**src/hdl/mmp_pkg.sv**
```systemverilog
// shared types, message codes and lookup functions for the midi message parser
package mmp_pkg;

  // high nibble of a status byte
  localparam logic [3:0] TYPE_NOTE_OFF   = 4'h8;
  localparam logic [3:0] TYPE_NOTE_ON    = 4'h9;
  localparam logic [3:0] TYPE_AFTERTOUCH = 4'hA;
  localparam logic [3:0] TYPE_CTRL       = 4'hB;
  localparam logic [3:0] TYPE_PROGRAM    = 4'hC;
  localparam logic [3:0] TYPE_PRESSURE   = 4'hD;
  localparam logic [3:0] TYPE_BEND       = 4'hE;
  localparam logic [3:0] TYPE_SYSTEM     = 4'hF;

  // data byte counts of a frame
  localparam logic [1:0] COUNT_ONE = 2'd1;
  localparam logic [1:0] COUNT_TWO = 2'd2;

  // reported message kinds
  typedef enum logic [1:0] {
    KIND_NOTE_OFF = 2'd0,
    KIND_NOTE_ON  = 2'd1,
    KIND_CTRL     = 2'd2,
    KIND_PROGRAM  = 2'd3
  } msg_kind_t;

  // parser state that reset clears
  typedef struct packed {
    logic       in_frame;
    logic [3:0] running_type;
    logic       running_valid;
    logic [3:0] running_channel;
    logic [1:0] bytes_needed;
    logic [1:0] bytes_seen;
  } parse_state_t;

  // one result item
  typedef struct packed {
    msg_kind_t  msg_kind;
    logic [3:0] msg_channel;
    logic [6:0] first_data;
    logic [6:0] second_data;
  } msg_t;

  // kind lookup with a flag for types that are reported
  typedef struct packed {
    logic      reported;
    msg_kind_t kind;
  } kind_map_t;

  // data bytes taken by a channel message type
  function automatic logic [1:0] data_count(input logic [3:0] msg_type);
    logic [1:0] cnt;
    cnt = ((msg_type == TYPE_PROGRAM) || (msg_type == TYPE_PRESSURE)) ? COUNT_ONE : COUNT_TWO;
    return cnt;
  endfunction

  // map a message type onto its reported kind
  function automatic kind_map_t kind_of(input logic [3:0] msg_type);
    kind_map_t km;
    km.reported = 1'b1;
    km.kind     = KIND_NOTE_OFF;
    unique case (msg_type)
      TYPE_NOTE_OFF: km.kind = KIND_NOTE_OFF;
      TYPE_NOTE_ON:  km.kind = KIND_NOTE_ON;
      TYPE_CTRL:     km.kind = KIND_CTRL;
      TYPE_PROGRAM:  km.kind = KIND_PROGRAM;
      default:       km.reported = 1'b0;
    endcase
    return km;
  endfunction

endpackage

```
**src/hdl/mmp_if.sv**
```systemverilog
// valid/ready channel interfaces for received bytes and parsed messages
interface mmp_byte_if;
  logic       valid;
  logic       ready;
  logic [7:0] rx_byte;

  modport source (output valid, output rx_byte, input ready);
  modport sink   (input valid, input rx_byte, output ready);
endinterface

interface mmp_msg_if;
  logic       valid;
  logic       ready;
  logic [1:0] msg_kind;
  logic [3:0] msg_channel;
  logic [6:0] first_data;
  logic [6:0] second_data;

  modport source (output valid, output msg_kind, output msg_channel,
                  output first_data, output second_data, input ready);
  modport sink   (input valid, input msg_kind, input msg_channel,
                  input first_data, input second_data, output ready);
endinterface

```
**src/hdl/mmp_frame_decode.sv**
```systemverilog
// combinational frame decoder: next parser state and result for one byte
module mmp_frame_decode
  import mmp_pkg::*;
(
  input  logic [7:0]   rx_byte,
  input  parse_state_t state,
  input  logic [6:0]   held_data,
  output parse_state_t state_nxt,
  output logic         held_we,
  output logic [6:0]   held_nxt,
  output logic         res_vld,
  output msg_t         res
);

  logic [3:0] byte_type;
  logic [6:0] data;
  logic [1:0] eff_needed;
  logic [1:0] eff_seen;
  kind_map_t  km;

  assign byte_type = rx_byte[7:4];
  assign data      = rx_byte[6:0];
  assign held_nxt  = data;

  // a data byte outside a frame opens a new one from running status
  assign eff_needed = state.in_frame ? state.bytes_needed : data_count(state.running_type);
  assign eff_seen   = state.in_frame ? state.bytes_seen : 2'd0;
  assign km         = kind_of(state.running_type);

  // state update and result selection
  always_comb begin
    state_nxt       = state;
    held_we         = 1'b0;
    res_vld         = 1'b0;
    res.msg_kind    = km.kind;
    res.msg_channel = state.running_channel;
    res.first_data  = data;
    res.second_data = 7'd0;
    if (rx_byte[7]) begin
      if (byte_type == TYPE_SYSTEM) begin
        // system status drops running status and any open frame
        state_nxt.running_valid = 1'b0;
        state_nxt.in_frame      = 1'b0;
        state_nxt.bytes_seen    = 2'd0;
      end else begin
        state_nxt.running_type    = byte_type;
        state_nxt.running_channel = rx_byte[3:0];
        state_nxt.running_valid   = 1'b1;
        state_nxt.in_frame        = 1'b1;
        state_nxt.bytes_needed    = data_count(byte_type);
        state_nxt.bytes_seen      = 2'd0;
      end
    end else if (state.in_frame || state.running_valid) begin
      state_nxt.bytes_needed = eff_needed;
      if ((eff_seen == 2'd0) && (eff_needed == COUNT_TWO)) begin
        // first of two data bytes is held
        state_nxt.in_frame   = 1'b1;
        state_nxt.bytes_seen = 2'd1;
        held_we              = 1'b1;
      end else begin
        // frame complete
        state_nxt.in_frame   = 1'b0;
        state_nxt.bytes_seen = 2'd0;
        res_vld              = km.reported;
        if (eff_seen != 2'd0) begin
          res.first_data  = held_data;
          res.second_data = data;
        end
        if (km.kind == KIND_PROGRAM) begin
          res.second_data = 7'd0;
        end
      end
    end
  end

endmodule

```
**src/hdl/midi_message_parser.sv**
```systemverilog
// midi message parser: running status byte stream to note, control and program messages
// an accepted byte passes through the input register, then the result register
// one byte per cycle when not stalled; parser state updates in a single pass per byte
// a full result register stalls the byte stage only while the result is not taken
// reset (synchronous, active low) clears running status, frame state and both valid flags
module midi_message_parser
  import mmp_pkg::*;
(
  input logic        clk,
  input logic        rst_n,
  mmp_byte_if.sink   in_ch,
  mmp_msg_if.source  out_ch
);

  logic         in_vld_r;
  logic [7:0]   in_byte_r;
  parse_state_t state_r;
  parse_state_t state_nxt;
  logic [6:0]   held_r;
  logic         held_we;
  logic [6:0]   held_nxt;
  logic         res_vld;
  msg_t         res;
  logic         out_vld_r;
  msg_t         out_r;
  logic         advance;
  logic         process;

  // byte stage moves on when the result register is free or being drained
  assign advance     = !out_vld_r || out_ch.ready;
  assign process     = in_vld_r && advance;
  assign in_ch.ready = !in_vld_r || advance;

  // input register
  always_ff @(posedge clk) begin
    if (!rst_n) begin
      in_vld_r <= 1'b0;
    end else if (in_ch.ready) begin
      in_vld_r <= in_ch.valid;
    end
  end

  always_ff @(posedge clk) begin
    if (in_ch.ready && in_ch.valid) begin
      in_byte_r <= in_ch.rx_byte;
    end
  end

  // frame decode
  mmp_frame_decode u_decode (
    .rx_byte   (in_byte_r),
    .state     (state_r),
    .held_data (held_r),
    .state_nxt (state_nxt),
    .held_we   (held_we),
    .held_nxt  (held_nxt),
    .res_vld   (res_vld),
    .res       (res)
  );

  // parser state
  always_ff @(posedge clk) begin
    if (!rst_n) begin
      state_r <= '0;
    end else if (process) begin
      state_r <= state_nxt;
    end
  end

  always_ff @(posedge clk) begin
    if (process && held_we) begin
      held_r <= held_nxt;
    end
  end

  // result register
  always_ff @(posedge clk) begin
    if (!rst_n) begin
      out_vld_r <= 1'b0;
    end else if (advance) begin
      out_vld_r <= process && res_vld;
    end
  end

  always_ff @(posedge clk) begin
    if (process && res_vld) begin
      out_r <= res;
    end
  end

  assign out_ch.valid       = out_vld_r;
  assign out_ch.msg_kind    = out_r.msg_kind;
  assign out_ch.msg_channel = out_r.msg_channel;
  assign out_ch.first_data  = out_r.first_data;
  assign out_ch.second_data = out_r.second_data;

  // a program change never carries a second data byte
  a_program_second_zero: assert property (@(posedge clk) disable iff (!rst_n)
    (out_vld_r && (out_r.msg_kind == KIND_PROGRAM)) |-> (out_r.second_data == 7'd0))
    else $error("program change result with non-zero second data");

  // a held first byte only exists inside an open frame
  a_seen_in_frame: assert property (@(posedge clk) disable iff (!rst_n)
    (state_r.bytes_seen != 2'd0) |-> state_r.in_frame)
    else $error("data byte counted outside a frame");

  // at most one data byte is ever held
  a_seen_range: assert property (@(posedge clk) disable iff (!rst_n)
    (state_r.bytes_seen == 2'd0) || (state_r.bytes_seen == 2'd1))
    else $error("bytes_seen out of range");

  // an open frame always has running status behind it
  a_frame_has_status: assert property (@(posedge clk) disable iff (!rst_n)
    state_r.in_frame |-> state_r.running_valid)
    else $error("frame open without running status");

  // a completed reported frame lands in the result register
  a_result_loaded: assert property (@(posedge clk) disable iff (!rst_n)
    (process && res_vld) |=> out_vld_r)
    else $error("completed frame did not produce a result");

endmodule

```
**src/flat_wrapper.sv**
```systemverilog
// flat-port wrapper written by rule: the top's interface ports become plain ports
module midi_message_parser_flat import mmp_pkg::*;
  (clk, rst_n, in_ch_valid, in_ch_rx_byte, in_ch_ready, out_ch_valid, out_ch_msg_kind, out_ch_msg_channel, out_ch_first_data, out_ch_second_data, out_ch_ready);
  mmp_byte_if in_ch_i ();
  mmp_msg_if out_ch_i ();
  input logic clk;
  input logic rst_n;
  input wire logic [$bits(in_ch_i.valid)-1:0] in_ch_valid;
  input wire logic [$bits(in_ch_i.rx_byte)-1:0] in_ch_rx_byte;
  output wire logic [$bits(in_ch_i.ready)-1:0] in_ch_ready;
  output wire logic [$bits(out_ch_i.valid)-1:0] out_ch_valid;
  output wire logic [$bits(out_ch_i.msg_kind)-1:0] out_ch_msg_kind;
  output wire logic [$bits(out_ch_i.msg_channel)-1:0] out_ch_msg_channel;
  output wire logic [$bits(out_ch_i.first_data)-1:0] out_ch_first_data;
  output wire logic [$bits(out_ch_i.second_data)-1:0] out_ch_second_data;
  input wire logic [$bits(out_ch_i.ready)-1:0] out_ch_ready;
  assign in_ch_i.valid = in_ch_valid;
  assign in_ch_i.rx_byte = in_ch_rx_byte;
  assign in_ch_ready = in_ch_i.ready;
  assign out_ch_valid = out_ch_i.valid;
  assign out_ch_msg_kind = out_ch_i.msg_kind;
  assign out_ch_msg_channel = out_ch_i.msg_channel;
  assign out_ch_first_data = out_ch_i.first_data;
  assign out_ch_second_data = out_ch_i.second_data;
  assign out_ch_i.ready = out_ch_ready;
  midi_message_parser u_core (.clk(clk), .rst_n(rst_n), .in_ch(in_ch_i), .out_ch(out_ch_i));
endmodule
```
**config.mk**
```make
export PLATFORM = sky130hd
export DESIGN_NAME = midi_message_parser_flat
export DESIGN_NICKNAME = d
export VERILOG_FILES = /design/src/hdl/mmp_pkg.sv /design/src/hdl/mmp_if.sv /design/src/hdl/mmp_frame_decode.sv /design/src/hdl/midi_message_parser.sv /design/src/flat_wrapper.sv
export SDC_FILE = /design/constraint.sdc
export NUM_CORES = 1
export LEC_CHECK = 0
export ABC_CLOCK_PERIOD_IN_PS = 4600
export BUFFER_PORTS_ARGS = -buffer_cell sky130_fd_sc_hd__buf_2
export CORE_MARGIN = 10
export CORE_UTILIZATION = 61
export CTS_BUF_LIST = sky130_fd_sc_hd__clkbuf_8
export CTS_CLUSTER_SIZE = 40
export DETAILED_ROUTE_END_ITERATION = 8
export PLACE_DENSITY_LB_ADDON = 0.25
export SYNTH_ARGS = -nofsm -noshare
export SYNTH_HDL_FRONTEND = slang
export SYNTH_SLANG_ARGS = --single-unit
```
**constraint.sdc**
```tcl
create_clock -name clk -period 4.6 [get_ports clk]
set_input_delay 1.15 -clock clk [delete_from_list [all_inputs] [get_ports clk]]
set_output_delay 1.15 -clock clk [all_outputs]
set_load 0.05 [all_outputs]
```
After elaboration in Yosys (flattened, before gate mapping)
Index checks and enable logic that the tools add are counted.
{"block": "word_totals", "mem_bits_ro": 0, "ramBits": 0, "input_bits": 12, "mem_count": 0, "register_bits": 51, "out_inout_bits": 22, "latch_bits": 0}
{"block": "classes", "bitwise_logic": 3, "mux": 24, "n_addsub": 0, "n_lt_le_gt_ge": 0, "shifts": 0, "n_reduce_logical": 21, "n_div": 0, "eq_ne": 11, "n_mul": 0}
{"op": "$mux W14", "count": 4}
{"op": "$eq A4 B4 Y1 const B", "count": 8}
{"op": "$mux W1", "count": 11}
{"op": "$mux W2", "count": 5}
{"op": "$mux W4", "count": 2}
{"op": "$mux W7", "count": 1}
{"op": "$pmux W2 S3", "count": 1}
{"op": "$reduce_and A3 Y1", "count": 2}
{"op": "$logic_and A1 B1 Y1", "count": 5}
{"op": "$logic_or A1 B1 Y1", "count": 5}
{"op": "$reduce_or A5 Y1", "count": 1}
{"op": "$eq A2 B2 Y1 const B", "count": 2}
{"op": "$reduce_and A2 Y1", "count": 2}
{"op": "$reduce_bool A2 Y1", "count": 2}
{"op": "$reduce_or A4 Y1", "count": 1}
{"op": "$not A1 Y1", "count": 3}
{"op": "$logic_not A1 Y1", "count": 2}
{"op": "$logic_not A2 Y1", "count": 1}
{"op": "$ne A2 B2 Y1 const B", "count": 1}

Depth between registers and ports, before layout
{"block": "logic_depth", "word_depth": 10, "mapped_depth": 5, "depth_no_buf": 4}

Hierarchy
Synthesis repeated with hierarchy kept, for this count alone.
{"block": "hier_totals", "cells_unflattened": 186, "hier_area_um2": 2334.7}
{"module": "midi_message_parser", "cells_each": 109, "n_inst": 1, "area_each_um2": 1729.2, "seq_area_each_um2": 1371.3}
{"module": "mmp_frame_decode", "cells_each": 77, "n_inst": 1, "area_each_um2": 605.6, "seq_area_each_um2": 0.0}

Least setup slack after synthesis
No wires, ideal clock.
{"block": "synth_timing", "kind": "input to register", "from": "in out_ch_ready", "to": "reg u_core.out_r, in the netlist u_core.out_ch.first_data[0], enable pin", "stages": 3, "slack_ps": 1793, "arrival_time_ps": 2412, "setup_time_ps": 395, "required_ps": 4205, "path_cell_list": "nand2b_1 o2111ai_1 nor3_2"}
{"block": "synth_between", "elab_chain_cells": 3}
{"item": "start: declaration", "line_no": "flat_wrapper.sv:16", "text": "input wire logic [$bits(out_ch_i.ready)-1:0] out_ch_ready;"}
{"item": "$logic_or A1 B1 Y1", "line_no": "midi_message_parser.sv:30", "text": "assign advance = !out_vld_r || out_ch.ready;"}
{"item": "$logic_and A1 B1 Y1", "line_no": "midi_message_parser.sv:31", "text": "assign process = in_vld_r && advance;"}
{"item": "$logic_and A1 B1 Y1", "line_no": "midi_message_parser.sv:86", "text": "if (process && res_vld) begin"}
{"item": "end signal: assignment", "line_no": "midi_message_parser.sv:87", "text": "out_r <= res;"}
{"item": "end: declaration", "line_no": "midi_message_parser.sv:25", "text": "msg_t out_r;"}
No other way between the ends.
A chain may end at the register's enable or synchronous reset.

Worst setup path in the final report
{"block": "layout_timing", "from": "in out_ch_ready", "to": "out in_ch_ready"}
{"block": "layout_between", "elab_chain_cells": 2}
{"item": "$logic_or A1 B1 Y1", "line_no": "midi_message_parser.sv:30"}
{"item": "$logic_or A1 B1 Y1", "line_no": "midi_message_parser.sv:32", "text": "assign in_ch.ready = !in_vld_r || advance;"}
{"item": "end: declaration", "line_no": "flat_wrapper.sv:10", "text": "output wire logic [$bits(in_ch_i.ready)-1:0] in_ch_ready;"}
No other way between the ends.

==> summary.txt <==
Status
  – Result of the run: completed

Placement
  – I/O Buffers: 33
  – Routability cong.: about 0.76
  – Placed wire-length estimate after detailed placement: between 2000 and 2500 um

Timing
  – Min Clock Period, post-route: about 3.0 ns
  – Number of failing hold endpoints at the final stage: 0
  – Worst hold slack: 0.446 ns
  – Total negative slack: 0 ns
  – Max-slew violations: 0
  – Highest clock rate: 0.338 GHz
  – Max-slew headroom at the worst pin: between 50 and 60%
  – Unrepaired setup endpoints after global routing: no
  – Transition at the pin with the smallest max-transition slack: 0.601 ns
  – Final Skew: 0.00669 ns
  – Finish-stage setup viols: 0
  – Part of the cycle the worst path needs: approximately 64%

Route
  – Vias per cell: 5.39
  – First-iteration detailed-routing DRC count: 95
  – Drt wl/cell: 14.9 um
  – Wire length reported by the detailed router: around 3200 um
  – Number of detailed-routing iterations run before antenna repair: 4
  – DR DRC count: 0
  – Total via count after detailed routing: 1159
  – Antenna-violating nets left: 0

Critical path
  – Most frequent cell on the critical path: buf_2
  – Startpoint kind of the worst setup timing path: input port
  – CP max FO: 3
  – Worst setup endpoint: in_ch_ready
  – Critical path type: input port to output pin
  – Required time at the worst-slack endpoint: around 3.5 ns
  – Number of cells traversed by the worst register-to-register path: 4
  – Worst reg2reg path startpoint: u_core.state_r[10]$_SDFFE_PN0P_
  – Gate family responsible for the most delay along the worst path: buffers and inverters
  – Number of buffer and inverter instances along the worst setup path: 2
  – Sequence of cells on the critical path: buf_2 > nor2b_1 > nand2_1 > buf_2
  – Capture instance of the worst register-to-register path: u_core.out_ch.msg_channel[0]$_DFFE_PP_
  – Setup slack on the worst flop-to-flop path: around 2.6 ns
  – Worst Setup SP: out_ch_ready
  – CP peak stage delay: roughly 0.23 ns
  – Arrival time at the worst endpoint: approximately 1.8 ns
  – Setup crit end kind: output pin
  – Crit-path slowest cell: buf_2
  – Logic depth of the worst setup path including buffers: 4

Floorplanning
  – Die Y-Extent: between 70 and 80 um
  – Number of ports placed on the die boundary: 34
  – Horizontal die dimension: ~76 um
  – Full die area: 5780 um2
  – Number of rows in the core area: 20
  – Effective utilization at floorplan: between 60 and 70%
  – Core area: 3030 um2

Synth
  – Post-Syn Nets: roughly 150
  – Synth area leader: edfxtp_1
  – Post-Synthesis Mean Instance Area: 14.2 um2
  – Number of warnings reported in the yosys synthesis log: 0
  – Synth top area share: a little over half
  – Most common cell in the synthesized netlist: edfxtp_1
  – Most frequent cells after synthesis: edfxtp_1, dfxtp_1, nand2_1
  – Top FF cell, synth: edfxtp_1
  – Register area share after synthesis: 70.6%
  – Cells taking the most area after synthesis: edfxtp_1, dfxtp_1, mux2_2
  – Number of storage elements in the synthesis netlist: 50
  – Count of flip-flops with a built-in enable after synthesis: 35
  – Synthesized cell area: 1910 um2
  – Number of instances in the synthesized netlist: roughly 140
  – Number of distinct standard cells referenced by the synthesized netlist: 32
  – Share of flip-flops with an asynchronous set or reset: 0%

Run
  – Max-cap check violation count: 0

Final layout
  – Synth-to-Final Area Change: 15.8%
  – Nets: between 150 and 200
  – Utilization after layout: between 70% and 80%
  – Fraction of layout instances using a drive strength above 1: between 30% and 40%
  – Number of antenna diodes: 0

Global route
  – Pin count of the biggest net entering global routing: 23
  – Grt total ovfl: 0
  – First-pass GRT wire length: around 5500 um
  – Via count of the first global-routing pass: ~1200
  – Initial antenna violation count: 0
  – All-Layer GR Usage: between 10% and 20%

CTS
  – Sink count of the clock tree: 50
  – Longest Clk Path Bufs: 2
  – Cell at the root of the clock tree: clkbuf_8
  – Post-CTS clock slew at the launch and capture registers of the worst setup and hold paths: about 0.080 ns
  – Buffer count from post-CTS setup fixing: 0
  – H-tree depth: 2
  – CTS tree: done
  – Clock insertion delay at the later pin of the skew report: 0.30 ns
  – Number of gates resized after cts: 0
  – Clock buffer count from CTS: 5
  – Number of buffers inserted for hold repair after clock tree synthesis: 0

Pwr
  – Power Total: slightly above 0.8 mW
  – Leakage power summed over all cells: 0.863 nW
  – Largest vdd supply drop: 284 uV
  – Pwr dens: ~380 nW/um2

Min path
  – Hold crit path type: flop to flop
[per-stage QoR]
step	setup slack, ns	instances	instance area [um2]
6_report	1.64	215	2210
5_1_grt	1.59	215	2210
4_1_cts	1.63	215	2210
3_5_place_dp	1.65	207	2110
3_3_place_gp	1.73	207	2110
2_1_floorplan	1.79	135	1910
[layout by cell type (no fill, tap or decap), drive strengths merged, types with 2 or more instances in the layout]
cell	Yosys	routed
inv	1	3
o21a	2	2
nand4	4	4
nor2b	6	6
nand2b	2	2
buf	3	34
o221a	2	2
and2	8	8
a21boi	2	2
o21ai	8	8
edfxtp	35	35
nand3	10	10
nand2	10	10
nor3b	3	3
clkbuf	3	5
dfxtp	15	15
mux2	8	8
nor3	2	2
o2111ai	2	2
[flip-flops by register name, summed over array words and instances (netlist names)]
register                   flops
u_core.out_ch.msg_channel      4
u_core.held_r                  7
u_core.out_ch.valid            1
u_core.in_vld_r                1
u_core.out_ch.msg_kind         2
u_core.out_ch.second_data      7
u_core.state_r                13
u_core.out_ch.first_data       7
u_core.in_byte_r               8
[worst reg2reg max path: stages (launching register included)]
cell and delay, ns:
dfxtp_1 0.36, nand3b_1 0.23, mux2_4 0.32, nor3_2 0.51, buf_4 0.33
[kinds of logic after synthesis]
kind of cell / Yosys count / share of synthesized area, %
AOI/OAI and AO/OA: 20 / 7.46
xor gates and xnor gates: 1 / 0.458
buffers and inverters: 7 / 1.90
DFF: 50 / 70.6
muxes: 8 / 4.91
and+or+nand+nor: 49 / 14.7
[per-layer routing]
layer  wire length (um)  track usage (%)  share of wire, %  vias up
met5                  0                0                 0        -
met4                 40             4.17               1.3        0
met3                265             5.66               8.3        7
met2               1440             17.6                45       50
met1               1450             13.8                45      531
li1                   -                -                 -      571
[where the power goes]
part / internal, mW / switching, mW
Combinational: 0.0174 / 0.0166
Clock: 0.158 / 0.130
Sequential: 0.494 / 0.0157
Total: 0.669 / 0.162
[worst min path at each step]
stage	cells after the start	end	slack, ns	startpoint
final	0	u_core.out_ch.msg_channel[0]$_DFFE_PP_	0.45	u_core.state_r[4]$_SDFFE_PN0P_
after global placement	0	u_core.out_ch.msg_channel[1]$_DFFE_PP_	0.42	u_core.state_r[5]$_SDFFE_PN0P_
after CTS	0	u_core.out_ch.msg_channel[1]$_DFFE_PP_	0.45	u_core.state_r[5]$_SDFFE_PN0P_
after detailed placement	0	u_core.out_ch.msg_channel[1]$_DFFE_PP_	0.43	u_core.state_r[5]$_SDFFE_PN0P_
after floorplan	0	u_core.out_ch.msg_channel[0]$_DFFE_PP_	0.41	u_core.state_r[4]$_SDFFE_PN0P_
after global routing	0	u_core.out_ch.msg_channel[0]$_DFFE_PP_	0.46	u_core.state_r[4]$_SDFFE_PN0P_
[cell type report]
type	instances	area (um2)
Inverter	1	3.75
Clock inverter	3	37.5
Sequential cell	50	1350
Fill cell	214	813
Clock buffer	5	68.8
Multi-Input combinational cell	78	526
Tap cell	44	55.1
Timing Repair Buffer	34	173
No activity file was read; power rests on OpenSTA's default activity.
